`src/serial_key_injection_parser_defines.svh`:
```
// Assertion macros shared by the parser RTL.
`ifndef SERIAL_KEY_INJECTION_PARSER_DEFINES_SVH
`define SERIAL_KEY_INJECTION_PARSER_DEFINES_SVH

`ifndef ASSERT_OFF

// Implication checked at every rising edge outside reset.
`define SKIP_ASSERT(lbl, clk, rstn, prop) \
  lbl: assert property (@(posedge clk) disable iff (!(rstn)) prop) \
    else $error("%m: assertion failed");

// Condition that must never be true outside reset.
`define SKIP_ASSERT_NEVER(lbl, clk, rstn, cond) \
  `SKIP_ASSERT(lbl, clk, rstn, !(cond))

`else

`define SKIP_ASSERT(lbl, clk, rstn, prop)
`define SKIP_ASSERT_NEVER(lbl, clk, rstn, cond)

`endif

`endif

```
`src/skip_pkg.sv`:
```
package skip_pkg;

  // Framing bytes
  localparam logic [7:0] SYNC_A      = 8'h55;
  localparam logic [7:0] SYNC_B      = 8'hAA;
  localparam logic [7:0] KA_ZERO     = 8'h00;
  localparam logic [7:0] KEY_SHORT   = 8'h03;
  localparam logic [7:0] KEY_LONG    = 8'h04;
  localparam logic [7:0] KA_FEATURE  = 8'h05;

  // Request kinds
  localparam logic REQ_BYTE = 1'b0;
  localparam logic REQ_POLL = 1'b1;

  // Configuration register indexes
  localparam logic [2:0] CFG_IDX_INVALID_KEY = 3'd0;
  localparam logic [2:0] CFG_IDX_BLOCKED_KEY = 3'd1;
  localparam logic [2:0] CFG_IDX_SHORT_HOLD  = 3'd2;
  localparam logic [2:0] CFG_IDX_LONG_HOLD   = 3'd3;
  localparam logic [2:0] CFG_IDX_FEAT_EN     = 3'd4;

  // Configuration reset values
  localparam logic [7:0] RST_INVALID_KEY = 8'd19;
  localparam logic [7:0] RST_BLOCKED_KEY = 8'd16;
  localparam logic [5:0] RST_SHORT_HOLD  = 6'd5;
  localparam logic [5:0] RST_LONG_HOLD   = 6'd45;
  localparam logic       RST_FEAT_EN     = 1'b1;

  typedef struct packed {
    logic       req_type;
    logic [7:0] rx_byte;
  } skip_in_t;

  typedef struct packed {
    logic       connected;
    logic       key_valid;
    logic [7:0] key_code;
    logic [7:0] viewer_features;
  } skip_out_t;

  typedef struct packed {
    logic [7:0] invalid_key_code;
    logic [7:0] blocked_key_code;
    logic [5:0] short_hold_polls;
    logic [5:0] long_hold_polls;
    logic       feature_packets_enable;
  } skip_cfg_t;

  // Packet events from the framer
  typedef struct packed {
    logic done;      // packet completed
    logic key_load;  // key code byte of a key packet
    logic key_long;  // long press packet
  } skip_evt_t;

  typedef enum logic [3:0] {
    ST_IDLE,
    ST_KA1,
    ST_KA2,
    ST_KA3,
    ST_KAFEAT,
    ST_KEY1,
    ST_KEY2,
    ST_KEY3S,
    ST_KEY3L
  } skip_state_t;

endpackage

```
`src/skip_framer.sv`:
```
`include "serial_key_injection_parser_defines.svh"

module skip_framer (
  input  logic                 clk,
  input  logic                 rst_n,
  input  logic                 byte_vld,
  input  logic [7:0]           rx_byte,
  input  logic                 feat_en,
  output skip_pkg::skip_evt_t  evt,
  output logic [7:0]           features
);
  import skip_pkg::*;

  skip_state_t state_r, state_nxt;
  logic [7:0]  feat_r, feat_nxt;

  // next state
  always_comb begin
    state_nxt = state_r;
    if (byte_vld) begin
      case (state_r)
        ST_IDLE: begin
          if (rx_byte == SYNC_A)      state_nxt = ST_KA1;
          else if (rx_byte == SYNC_B) state_nxt = ST_KEY1;
        end
        ST_KA1:  state_nxt = (rx_byte == SYNC_B) ? ST_KA2 : ST_IDLE;
        ST_KA2: begin
          if (rx_byte == KA_ZERO)                    state_nxt = ST_KA3;
          else if (rx_byte == KA_FEATURE && feat_en) state_nxt = ST_KAFEAT;
          else                                       state_nxt = ST_IDLE;
        end
        ST_KEY1: state_nxt = (rx_byte == SYNC_A) ? ST_KEY2 : ST_IDLE;
        ST_KEY2: begin
          if (rx_byte == KEY_SHORT)     state_nxt = ST_KEY3S;
          else if (rx_byte == KEY_LONG) state_nxt = ST_KEY3L;
          else                          state_nxt = ST_IDLE;
        end
        default: state_nxt = ST_IDLE;
      endcase
    end
  end

  // outputs
  always_comb begin
    evt      = '0;
    feat_nxt = feat_r;
    if (byte_vld) begin
      case (state_r)
        ST_KA3: begin
          if (rx_byte == KA_ZERO) begin
            evt.done = 1'b1;
            feat_nxt = '0;
          end
        end
        ST_KAFEAT: begin
          evt.done = 1'b1;
          feat_nxt = rx_byte;
        end
        ST_KEY3S: begin
          evt.done     = 1'b1;
          evt.key_load = 1'b1;
        end
        ST_KEY3L: begin
          evt.done     = 1'b1;
          evt.key_load = 1'b1;
          evt.key_long = 1'b1;
        end
        default: ;
      endcase
    end
  end

  assign features = feat_nxt;

  always_ff @(posedge clk) begin
    if (!rst_n) begin
      state_r <= ST_IDLE;
      feat_r  <= '0;
    end else begin
      state_r <= state_nxt;
      feat_r  <= feat_nxt;
    end
  end

  `SKIP_ASSERT(a_load_is_done, clk, rst_n, evt.key_load |-> evt.done)
  `SKIP_ASSERT(a_done_to_idle, clk, rst_n, evt.done |=> state_r == ST_IDLE)

endmodule

```
`src/skip_inject.sv`:
```
module skip_inject (
  input  logic                 clk,
  input  logic                 rst_n,
  input  logic                 step,
  input  logic                 is_poll,
  input  logic [7:0]           rx_byte,
  input  skip_pkg::skip_evt_t  evt,
  input  skip_pkg::skip_cfg_t  cfg,
  output logic                 key_valid,
  output logic [7:0]           key_code
);
  import skip_pkg::*;

  logic [7:0] pending_r, pending_nxt;
  logic [5:0] hold_r, hold_nxt;
  logic       long_r, long_nxt;
  logic [5:0] limit;
  logic [6:0] cnt_inc;

  assign limit   = long_r ? cfg.long_hold_polls : cfg.short_hold_polls;
  assign cnt_inc = {1'b0, hold_r} + 7'd1;

  always_comb begin
    pending_nxt = pending_r;
    hold_nxt    = hold_r;
    long_nxt    = long_r;
    key_valid   = 1'b0;
    key_code    = cfg.invalid_key_code;
    if (step) begin
      if (is_poll) begin
        if (pending_r != cfg.invalid_key_code) begin
          key_valid = 1'b1;
          key_code  = pending_r;
          if (cnt_inc >= {1'b0, limit}) begin
            pending_nxt = cfg.invalid_key_code;
            hold_nxt    = '0;
            long_nxt    = 1'b0;
          end else begin
            hold_nxt = cnt_inc[5:0];
          end
        end
      end else if (evt.key_load && rx_byte < cfg.invalid_key_code &&
                   rx_byte != cfg.blocked_key_code) begin
        pending_nxt = rx_byte;
        hold_nxt    = '0;
        long_nxt    = evt.key_long;
      end
    end
  end

  always_ff @(posedge clk) begin
    if (!rst_n) begin
      pending_r <= RST_INVALID_KEY;
      hold_r    <= '0;
      long_r    <= 1'b0;
    end else begin
      pending_r <= pending_nxt;
      hold_r    <= hold_nxt;
      long_r    <= long_nxt;
    end
  end

endmodule

```
`src/serial_key_injection_parser.sv`:
```
// Serial key injection parser. Each request is either a received serial byte
// or a keyboard poll tick, and each gives exactly one result. Bytes run
// through a framer that knows keep-alive (55 AA 00 00, or 55 AA 05 <features>
// when feature packets are on) and key packets (AA 55, 03 short / 04 long,
// key code); a finished packet sets connected, and an acceptable key code
// becomes the injected key. Polls report that key until it has been held for
// short_hold_polls or long_hold_polls polls. One request per clock is sustained
// while out_ready stays high; a taken request goes into the input register,
// then the parse/hold logic writes its result into the result register
// once that register is empty or its result is being taken. While a
// result waits on out_ready the input register still takes one more request,
// then in_ready stays low until the waiting result is taken. Write the
// cfg_ registers only while no request is in flight.
`include "serial_key_injection_parser_defines.svh"

module serial_key_injection_parser (
  input  logic                clk,
  input  logic                rst_n,
  // request channel
  input  logic                in_valid,
  output logic                in_ready,
  input  skip_pkg::skip_in_t  in_data,
  // result channel
  output logic                out_valid,
  input  logic                out_ready,
  output skip_pkg::skip_out_t out_data,
  // configuration writes
  input  logic                cfg_we,
  input  logic [2:0]          cfg_index,
  input  logic [7:0]          cfg_wdata
);
  import skip_pkg::*;

  skip_cfg_t cfg_r;

  skip_in_t  in_r;
  logic      in_vld_r, in_vld_nxt;
  skip_out_t out_r;
  logic      out_vld_r, out_vld_nxt;

  logic      proc;      // item in the input register moves to the result register
  logic      in_fire;
  logic      byte_vld;
  skip_evt_t evt;
  logic [7:0] features;
  logic      kv;
  logic [7:0] kc;
  skip_out_t res;

  // Configuration registers
  always_ff @(posedge clk) begin
    if (!rst_n) begin
      cfg_r.invalid_key_code       <= RST_INVALID_KEY;
      cfg_r.blocked_key_code       <= RST_BLOCKED_KEY;
      cfg_r.short_hold_polls       <= RST_SHORT_HOLD;
      cfg_r.long_hold_polls        <= RST_LONG_HOLD;
      cfg_r.feature_packets_enable <= RST_FEAT_EN;
    end else if (cfg_we) begin
      case (cfg_index)
        CFG_IDX_INVALID_KEY: cfg_r.invalid_key_code       <= cfg_wdata;
        CFG_IDX_BLOCKED_KEY: cfg_r.blocked_key_code       <= cfg_wdata;
        CFG_IDX_SHORT_HOLD:  cfg_r.short_hold_polls       <= cfg_wdata[5:0];
        CFG_IDX_LONG_HOLD:   cfg_r.long_hold_polls        <= cfg_wdata[5:0];
        CFG_IDX_FEAT_EN:     cfg_r.feature_packets_enable <= cfg_wdata[0];
        default: ;
      endcase
    end
  end

  // Handshake: the input register drains into the result register whenever
  // the result register is empty or its result is being taken this cycle.
  assign proc     = in_vld_r && (!out_vld_r || out_ready);
  assign in_ready = !in_vld_r || proc;
  assign in_fire  = in_valid && in_ready;

  assign in_vld_nxt  = in_fire ? 1'b1 : (proc ? 1'b0 : in_vld_r);
  assign out_vld_nxt = proc ? 1'b1 : (out_ready ? 1'b0 : out_vld_r);

  // Parse state only moves on bytes; hold state only on the moving item.
  assign byte_vld = proc && (in_r.req_type == REQ_BYTE);

  skip_framer u_framer (
    .clk      (clk),
    .rst_n    (rst_n),
    .byte_vld (byte_vld),
    .rx_byte  (in_r.rx_byte),
    .feat_en  (cfg_r.feature_packets_enable),
    .evt      (evt),
    .features (features)
  );

  skip_inject u_inject (
    .clk       (clk),
    .rst_n     (rst_n),
    .step      (proc),
    .is_poll   (in_r.req_type == REQ_POLL),
    .rx_byte   (in_r.rx_byte),
    .evt       (evt),
    .cfg       (cfg_r),
    .key_valid (kv),
    .key_code  (kc)
  );

  always_comb begin
    res.connected       = evt.done;
    res.key_valid       = kv;
    res.key_code        = kc;
    res.viewer_features = features;
  end

  always_ff @(posedge clk) begin
    if (!rst_n) begin
      in_vld_r  <= 1'b0;
      out_vld_r <= 1'b0;
    end else begin
      in_vld_r  <= in_vld_nxt;
      out_vld_r <= out_vld_nxt;
    end
  end

  // Payload registers, no reset
  always_ff @(posedge clk) begin
    if (in_fire) begin
      in_r <= in_data;
    end
    if (proc) begin
      out_r <= res;
    end
  end

  assign out_valid = out_vld_r;
  assign out_data  = out_r;

  `SKIP_ASSERT(a_empty_takes, clk, rst_n, !in_vld_r |-> in_ready)
  `SKIP_ASSERT(a_held_item_kept, clk, rst_n, (in_vld_r && !proc) |=> in_vld_r)
  `SKIP_ASSERT_NEVER(a_conn_and_key, clk, rst_n,
                     out_vld_r && out_r.connected && out_r.key_valid)

endmodule

```
`config.mk`:
```
export PLATFORM = sky130hd
export DESIGN_NAME = serial_key_injection_parser
export DESIGN_NICKNAME = d
export VERILOG_FILES = /design/src/skip_pkg.sv /design/src/skip_framer.sv /design/src/skip_inject.sv /design/src/serial_key_injection_parser.sv
export VERILOG_INCLUDE_DIRS = /design/src /design/src/src
export SDC_FILE = /design/constraint.sdc
export NUM_CORES = 1
export LEC_CHECK = 0
export BUFFER_PORTS_ARGS = -buffer_cell sky130_fd_sc_hd__buf_2
export CAP_MARGIN = 20
export CORE_MARGIN = 2
export CORE_UTILIZATION = 45
export CTS_CLUSTER_SIZE = 24
export DETAILED_ROUTE_END_ITERATION = 6
export HOLD_SLACK_MARGIN = 0.03
export MAX_ROUTING_LAYER = met4
export PLACE_DENSITY = 0.67
export RECOVER_POWER = 25
export SETUP_SLACK_MARGIN = 0.02
export SYNTH_ARGS = -nofsm -noshare
export SYNTH_HDL_FRONTEND = slang
export SYNTH_SLANG_ARGS = --single-unit
```
`constraint.sdc`:
```
create_clock -name clk -period 6.3 [get_ports clk]
set_input_delay 0.315 -clock clk [delete_from_list [all_inputs] [get_ports clk]]
set_output_delay 0.315 -clock clk [all_outputs]
set_load 0.05 [all_outputs]
```
# Word level (Yosys, flattened, before mapping)
# Cells that the tools add are included.
# totals
input_bits	25
output_inout_bits	20
register_bits	85
# op_classes
eq_ne	22
muxes	37
n_addsub	1
bitwise_logic	1
n_reduce_logical	26
order_cmp	2
# op_table
cell	count
8-bit two-way mux	8
6-bit two-way mux	5
4-bit two-way mux	5
4-bit one-hot mux with 5 select lines	1
4-bit by 3-bit equality test with 1-bit output, second input constant	4
8-bit by 3-bit equality test with 1-bit output, second input constant	2
8-bit != test	2
8-bit one-hot mux with 2 select lines	1
1-bit two-way mux	12
2-bit AND reduction	6
4-bit by 2-bit equality test with 1-bit output, second input constant	2
8-bit by 2-bit equality test with 1-bit output, second input constant	1
8-bit by 7-bit equality test with 1-bit output, second input constant	1
8-bit equality test, second input constant	1
8-bit logical NOT	1
8-bit less-than comparator	1
6-bit by 1-bit adder with 7-bit output, second input constant	1
7-bit by 6-bit >= comparator with 1-bit output	1
3-bit by 2-bit equality test with 1-bit output, second input constant	2
1-bit logical AND	6
3-bit two-way mux	2
2-bit nonzero test	3
4-bit by 1-bit equality test with 1-bit output, second input constant	1
4-bit equality test, second input constant	1
15 further kinds	19

# Depth between registers and ports, before layout
# depth
depth_word	9
ltp_mapped	10
ltp_nobuf	10

# Modules after synthesis
# A second synthesis with hierarchy kept.
# unflattened
hier_cells	423
hier_area_um2	4362.9
# by_module_without_submodules
mod	seq_area_each_um2	area_each_um2	cells_per_inst	n_inst
serial_key_injection_parser	1431.4	2098.3	152	1
skip_inject	300.3	1483.9	178	1
skip_framer	240.2	780.7	93	1

# Worst setup path before layout
# No wires, ideal clock.
# synth_timing
path_type	reg2reg
startpoint	reg u_inject.hold_r[0]
endpoint	reg u_inject.pending_r[2]
path_stages_with_launch	11
path_buffers	0
arrival_time_ps	2456
required_time_ps	6184
path_slack_ps	3727
synth_period_minus_slack_ps	2573
cell_sequence	dfxtp_1 -> ha_1 -> and3_1 -> xor2_1 -> ha_1 -> a21o_1 -> a221oi_1 -> o31a_1 -> a2bb2oi_1 -> nor2_1 -> o211a_1
# synth_via
elab_chain_cells	4
# synth_rtl
element	line_no	rtl
start, declared	skip_inject.sv:15	logic [5:0] hold_r, hold_nxt;
start signal, assigned	skip_inject.sv:58	hold_r <= hold_nxt;
6-bit by 1-bit adder with 7-bit output	skip_inject.sv:21	assign cnt_inc = {1'b0, hold_r} + 7'd1;
7-bit by 6-bit >= comparator with 1-bit output	skip_inject.sv:34	if (cnt_inc >= {1'b0, limit}) begin
2-bit by 1-bit != test with 1-bit output (no source line)	--	
4-bit AND reduction (no source line)	--	
end signal, assigned	skip_inject.sv:57	pending_r <= pending_nxt;
end, declared	skip_inject.sv:14	logic [7:0] pending_r, pending_nxt;
# No other way between the ends.
# A chain may end at the register's enable or synchronous reset.

# Worst setup path in the final report
# layout_timing
startpoint	reg u_inject.hold_r[0]
endpoint	reg u_inject.pending_r[7]
# The elaborated chain is that of the path after synthesis.

==> summary.md <==
| Metric | Value |
|---|---|
| Fraction of layout cells with a size suffix above 1 | 12.8% |
| Reg area | 1970 µm² |
| Routed WL per cell | 15.4 µm |
| Drt first pass iters | 4 |
| Pwr per Cell Area | 235 nW/µm² |
| Mapped cell area | 4130 µm² |
| Grt met1 use | 26.2% |
| Clock slew at reported path FFs | 0.09 ns |
| Leading area contributor after synthesis | dfxtp_1 |
| Comb power frac | 8.1% |
| Setup TNS | 0 ns |
| CP required | 6.54 ns |
| Post-DR vias/cell | 5.54 |
| GRT Residual Overflow | 0 |
| Max-cap violations | 1 |
| Fin nets | 496 |
| Diode count | 0 |
| Layout Area Growth over Synthesis | 11.4% |
| Maximum buffer depth of the clock tree | 2 |
| Slew Limit Fails | 63 |
| IO buf count | 44 |
| Setup Crit Path Kind | register to register |
| Worst hold path type | primary input to register |
| Post-synth ARST share | 0% |
| CP endpoint kind | register |
| Row cnt | 34 |
| Core Region | 8810 µm² |
| GPL Wtd Cong | 0.893 |
| Critical Path AT | 3.21 ns |
| Root buf cell | clkbuf_8 |
| Clock group share of total power | 36.9% |
| Final Total Pwr | 1.08 mW |
| Top cell type's share of synthesized area | 28.1% |
| Minimum clock period | 2.97 ns |
| Synth unique cells | 52 |
| Hold Vio Cnt, Final | 0 |
| Ys flop type | dfxtp_1 |
| Peak supply drop | 0.0000996 V |
| RSZ-0062 raised after global routing | no |
| Seq cells post-synth | 85 |
| Die Span Y | 99.8 µm |
| Switch share | 26.3% |
| Num Clock Sinks | 85 |
| Vias | 3157 |
| Switching power | 0.285 mW |
| Max-slew headroom | -56.3% |
| DRC viols | 0 |
| Cell internal pwr | 0.797 mW |
| Area of the multi-input gates | 2040 µm² |
| Place WS | 3.39 ns |
| Hpwl dp | 6200 µm |
| Lkg Pwr | 1.80 nW |
| DIE WIDTH | 99.8 µm |
| Finish-stage setup viols | 0 |
| Resize count post-CTS | 0 |
| Flop pwr share | 55.0% |
| Setup bufs post-CTS | 0 |
| Syn_nets | 460 |
| Yosys Warn Count | 0 |
| I/O pin cnt | 45 |
| 1st-iter DRT viols | 170 |
| Hold-fix buffers, CTS | 0 |
| Sequential element share of the synthesized area | 47.8% |
| Avg Cell Area, Syn | 9.81 µm² |
| First-pass GRT wire length | 14300 µm |
| CTS tree | built |
| Busiest layer in global routing | met2 |
| Fin crit share | 47.1% |
| Global Route Usage Sum | 18.7% |
| Final core occ | 52.2% |
| Clock Latency Late Sink | 0.36 ns |
| Post-synthesis cell count | 421 |
| CTS H-Tree Depth | 3 |
| Most frequent cell after synthesis | nand2_1 |
| Vias in the first global route | 2944 |
| Largest fanout on the critical path | 6 |
| Worst-Margin Slew | 2.34 ns |
| Antenna viol nets, final | 0 |
| Final Skew | 0.0117 ns |
| Total wire length | 8770 µm |
| Grt met2 use | 27.1% |
| Synth area leaders | dfxtp_1 (28%), edfxtp_1 (20%), nand2_1 (5.9%) |
| Synth top cells by count | nand2_1 (65), dfxtp_1 (58), edfxtp_1 (27), mux2i_1 (21), nand3_1 (20) |
| Initial Utilization | 46.9% |
| Crit start category | register |
| Status | complete, but fails checks |
| Failing checks | capacitance limit, slew limit |
| Min setup slack post-route | 3.33 ns |
| Largest net degree at the start of global routing | 63 |
| M3 GR Usage | 3.41% |
| CTS buffer count | 9 |
| Filler cells | 816 |
| Area of the die | 9960 µm² |
| EDFF count, synth | 27 |
| Max frequency | 0.337 GHz |
| Number of antenna violations at the first check in global routing | 0 |
==> sequential cells by signal (all words and copies together) (netlist names), 4 cells and up <==
name and count:
u_framer.feat_r 8, out_data 18, u_framer.state_r 4, in_r 9
u_inject.hold_r 6, cfg_r 29, u_inject.pending_r 8
==> area by class of cell <==
class	instances	share of cell area, %
clock buffer	9	2.69
multi-input combinational	307	44.3
timing repair buffer	44	4.60
inverter	10	0.816
sequential	85	42.9
clock inverter	7	1.77
tap	108	2.94
==> worst paths after layout <==
| path | cells past startpoint | slack (ns) | startpoint | endpoint |
|---|---|---|---|---|
| max reg2reg | 10 | 3.33 | u_inject.hold_r[0] | u_inject.pending_r[7] |
| max | 10 | 3.33 | u_inject.hold_r[0] | u_inject.pending_r[7] |
| min | 1 | 0.13 | in_data[1] | in_r[1] |
| min reg2reg | 2 | 0.47 | cfg_r[4] | cfg_r[4] |
==> per-layer routing <==
metal / wire (µm) / part of all wire (%)
met2: 3850 / 44
met4: 112 / 1.3
met1: 4310 / 49
met5: 0 / 0
met3: 499 / 5.7
==> per-stage QoR <==
| step | instance area [µm²] | std cells | hold slack [ns] |
|---|---|---|---|
| global placement | 4400 | 554 | 0.451 |
| global route | 4600 | 570 | 0.108 |
| detailed placement | 4400 | 554 | 0.457 |
| CTS | 4610 | 570 | 0.110 |
| finish | 4600 | 570 | 0.127 |
| floorplan | 4130 | 421 | 0.414 |
==> cells in the final DEF, fill, tap and decap left out, types with 6 or more instances in the layout <==
| master | instances |
|---|---|
| nor2_1 | 15 |
| inv_1 | 9 |
| xnor2_1 | 10 |
| clkbuf_8 | 9 |
| and2_1 | 12 |
| o21ai_0 | 17 |
| xor2_1 | 11 |
| buf_2 | 37 |
| a21boi_0 | 17 |
| nand2b_1 | 7 |
| nand2_1 | 65 |
| a22o_1 | 8 |
| nor2b_1 | 16 |
| mux2i_1 | 21 |
| and3_1 | 6 |
| nand3_1 | 20 |
| a21oi_1 | 8 |
| dfxtp_1 | 58 |
| ha_1 | 14 |
| clkbuf_1 | 7 |
| nand4_1 | 8 |
| edfxtp_1 | 27 |
==> worst max-delay path, cell delays in order (launching register included) <==
cell and delay [ns]:
dfxtp_1 0.42, ha_1 0.25, and3_1 0.24, xor2_1 0.18
ha_1 0.27, a21o_1 0.16, a221oi_1 0.30, o31a_1 0.29
a2bb2oi_1 0.31, nor2_1 0.18, o211a_1 0.24
==> power by group through the flow <==
stage                     Clock, mW  Combinational [mW]  Sequential (mW)
after floorplan                   0              0.0475            0.617
after global placement            0              0.0856            0.608
after detailed placement          0              0.0876            0.608
after CTS                     0.409              0.0878            0.595
after global routing          0.427              0.0964            0.597
final                         0.399              0.0871            0.595
==> logic make-up after synthesis <==
group           count (synthesis)  synth area share, %
fa+ha+maj                      14                 4.24
compound gates                 82                 14.7
simple gates                  168                 20.6
xor+xnor                       21                 4.45
mux                            22                 5.36
buf+inv                        29                 2.88
flops                          85                 47.8
Power figures use the tool's default switching activity.
